## src/rtl/interval_set_table_defines.svh

```systemverilog
// assertion macros used by interval_set_table
`ifndef INTERVAL_SET_TABLE_DEFINES_SVH
`define INTERVAL_SET_TABLE_DEFINES_SVH
// clocked implication check with synchronous reset disable
`define IST_ASSERT_IMP(label, clk, rst, ante, cons, msg) \
   label: assert property (@(posedge clk) disable iff (rst) (ante) |-> (cons)) else $error(msg);
// next-cycle implication check
`define IST_ASSERT_NXT(label, clk, rst, ante, cons, msg) \
   label: assert property (@(posedge clk) disable iff (rst) (ante) |=> (cons)) else $error(msg);
`endif

```

## src/rtl/ist_ram.sv

```systemverilog
`timescale 1ns / 1ps
`default_nettype none
module ist_ram #(
   parameter int WIDTH = 64,
   parameter int DEPTH = 64
) (
   input  wire                      clock,
   input  wire                      wr_en,
   input  wire  [$clog2(DEPTH)-1:0] wr_addr,
   input  wire  [WIDTH-1:0]         wr_data,
   input  wire  [$clog2(DEPTH)-1:0] rd_addr,
   output logic [WIDTH-1:0]         rd_data
);
   logic [WIDTH-1:0] mem [DEPTH];
   always_ff @(posedge clock) begin
      if (wr_en) mem[wr_addr] <= wr_data;
      rd_data <= mem[rd_addr];
   end
endmodule
`default_nettype wire

```

## config.mk

```make
export PLATFORM = sky130hd
export DESIGN_NAME = ist_ram
export DESIGN_NICKNAME = d
export VERILOG_FILES = /design/src/rtl/interval_set_table_defines.svh /design/src/rtl/ist_ram.sv
export SDC_FILE = /design/constraint.sdc
export NUM_CORES = 2
export LEC_CHECK = 0
export BUFFER_PORTS_ARGS = -buffer_cell sky130_fd_sc_hd__buf_2
export CELL_PAD_IN_SITES_DETAIL_PLACEMENT = 1
export CELL_PAD_IN_SITES_GLOBAL_PLACEMENT = 1
export CORE_ASPECT_RATIO = 0.6
export CORE_MARGIN = 5
export CORE_UTILIZATION = 40
export CTS_CLUSTER_DIAMETER = 120
export DETAILED_ROUTE_END_ITERATION = 10
export PLACE_DENSITY_LB_ADDON = 0.1
export RECOVER_POWER = 100
export SETUP_SLACK_MARGIN = 0.02
export SLEW_MARGIN = 40
export SYNTH_ARGS = -nofsm -noshare
export SYNTH_HDL_FRONTEND = slang
export SYNTH_SLANG_ARGS = --single-unit
```

## constraint.sdc

```tcl
create_clock -name clock -period 11.9 [get_ports clock]
set_input_delay 2.38 -clock clock [delete_from_list [all_inputs] [get_ports clock]]
set_output_delay 2.38 -clock clock [all_outputs]
set_load 0.02 [all_outputs]
```

==> flow_summary.toml <==
[clock_tree]
clk_latency_ns = 0.95
cts_resized = 0
cts-htree-levels = 5
cts_tree = "done"
cts_buffers = 395
cts_root_buf = "clkbuf_16"
cts_setup_buffers = 0
cts_hold_buf = 0
clkSinkCount = 4160
cts_buffer_depth = 4
clk_pin_slew_ns = 0.07

[worst_setup_path]
path_delay_family = "buffers and inverters"
crit_arrival_ns = 9.22
worst-setup-path-type = "in -> reg"
cp.required_ns = 12.36
crit_path_frequent_cell = "clkbuf_1"
path_buf_inv = 3
worst_setup_path_start_kind = "input pin"
crit_fanout = 29
cp_cell_sequence = "clkbuf_1 > or3b_1 > nor2_1 > clkbuf_1 > clkbuf_1"
cp_slowest_cell = "clkbuf_1"
crit_path_end_kind = "flip-flop"
critPathMaxStageDelay_ns = 2.63

[power]
power.density_nw_per_um2 = 174
ir_drop_uv = 129
p_leak_nw = 53.9

[route]
first_iter_violations = 10300
via_per_inst = 6.17
drcViolationCount = 0
vias = 77500
wl_per_cell_um = 40.7
routed_wl_um = 512000
first_pass_iters = 5
ant_nets = 0

[floorplan]
rows = 177
core_area_um2 = 388000
die_area_um2 = 404000
pin_count = 142
start_util_pct = 40.2
die_x_um = 817
fp.dieH_um = 494

[synthesis]
synth_edf_count = 4096
yosysMostFrequentCell = "edfxtp_1"
ys.flop_type = "edfxtp_1"
syn_nets = 6676
synthArstFlopShare_pct = 0
synth.distinct_cells = 33
synth_largest_area_cell = "edfxtp_1"
ys_ff_latch = 4160
yosysWarnings = 0
syn_area_um2 = 156000
synth_common_cells = "4096 x edfxtp_1, 1024 x mux4_2, 170 x buf_2"
netlist.area_leader.share_pct = 78.7
synthTopCellsByArea = "edfxtp_1 79%, mux4_2 15%, mux2i_1 0.86%"
seq_area_frac_synth_pct = 79.5
netlist_instances = 6598
avgSynthCellArea_um2 = 23.7

[hold_path]
hold_path_class = "reg -> reg"

[finish]
drive_gt1_share_pct = 23.5
instances_no_fill = 12600
fin_nets = 7117
area_delta_synth_final_pct = 12.8

[timing]
finalClockSkew_ns = 0.0510
fmax_ghz = 0.114
report.final.slew_viol_count = 8112
setup_viol = 0
rsz0062_at_grt = "false"
fin_setup_tns_ns = 0
final_min_period_over_clock_period_pct = 73.6
tightest_slew_ns = 5.12
maxSlewHeadroom_pct = -241
min_period_ns = 8.76
hold_viol = 0

[run_status]
status = "finished, violations left"
violations = "max-capacitance violations, max-slew violations"

[grt]
grt_max_degree = 103
antenna_found_initial = 49
use_met2_pct = 36.7
busiest_layer = "met1"
grtUsageMet1_pct = 39.7
use_met3_pct = 4.09
gr-usage-all-layers_pct = 25.0
gr-total-overflow = 0
grt_pass1_wl_um = 693000
grt_pass1_vias = 77400

[placement]
dp_hpwl_um = 280000
gp_congestion = 0.752
port_buffers = 141
dpl.cell_count = 11800

[job]
maxCapViolCount = 229
## cells by family after synthesis
family / count (synthesis) / share of synthesized area [%]
AO/OA/AOI/OAI: 504 / 2.48
buffers and inverters: 389 / 1.18
flip-flops: 4160 / 79.5
multiplexers: 1159 / 15.6
AND/OR/NAND/NOR: 386 / 1.24
## power breakdown
group	internal (mW)	switching [mW]
clock network	7.32	5.58
logic	0.495	0.970
registers	16.3	0.0948
## placed cells by master, fill, tap and decap left out, types with 55 or more instances in the layout
cell type / count
and3_1: 64
a22o_1: 88
edfxtp_1: 4096
dfxtp_1: 64
nor2_1: 105
mux2i_1: 135
clkinv_2: 62
mux4_2: 1024
a211oi_1: 63
a22oi_1: 168
clkinv_1: 65
clkbuf_16: 406
nand2_1: 55
o22ai_1: 83
clkbuf_1: 421
## worst reg2reg max path: stages (launching register included)
cell,delay (ns)
edfxtp_1,0.33
mux4_2,0.28
mux2i_1,0.10
o22ai_1,0.55
a41oi_1,0.16
a211oi_1,0.60
## layout make-up
type                            count  area (µm²)
Sequential cell                  4160      124000
Timing Repair Buffer              414        2290
Antenna cell                       11        27.5
Clock inverter                    196        2050
Fill cell                       34700      212000
Clock buffer                      533       10900
Multi-Input combinational cell   2049       30300
Tap cell                         5191        6490
Inverter                           19        71.3
## registers in the layout, summed over array words and instances (netlist names)
signal and flops:
mem 4096, rd_data 64
## routing by layer
layer / wire, µm / share of wire [%]
met1: 238000 / 46
met2: 222000 / 43
met3: 39200 / 7.7
met4: 12300 / 2.4
met5: 92 / 0.018
## stage by stage
step	hold slack [ns]	setup WS (ns)	instance area [µm²]	util [%]	total power, mW
after floorplan	0.788	4.08	156000	-	17.4
after global routing	0.894	3.14	176000	45.4	31.7
after global placement	0.821	5.31	164000	42.3	18.1
after detailed placement	0.828	5.30	165000	42.6	18.1
final	0.837	3.14	176000	45.4	30.7
after CTS	0.836	6.29	178000	45.9	31.0
## path summary, 6_finish.rpt
| path | slack, ns | start | end | cells past startpoint |
|---|---|---|---|---|
| worst max-delay path | 3.14 | wr_addr[4] | mem[39][58]$_DFFE_PP_ | 5 |
| worst max register to register | 9.70 | mem[50][19]$_DFFE_PP_ | rd_data[19]$_DFF_P_ | 5 |
| worst min-delay path | 0.84 | mem[44][48]$_DFFE_PP_ | rd_data[48]$_DFF_P_ | 4 |
| worst min register to register | 0.84 | mem[44][48]$_DFFE_PP_ | rd_data[48]$_DFF_P_ | 4 |
Power figures use the tool's default switching activity.
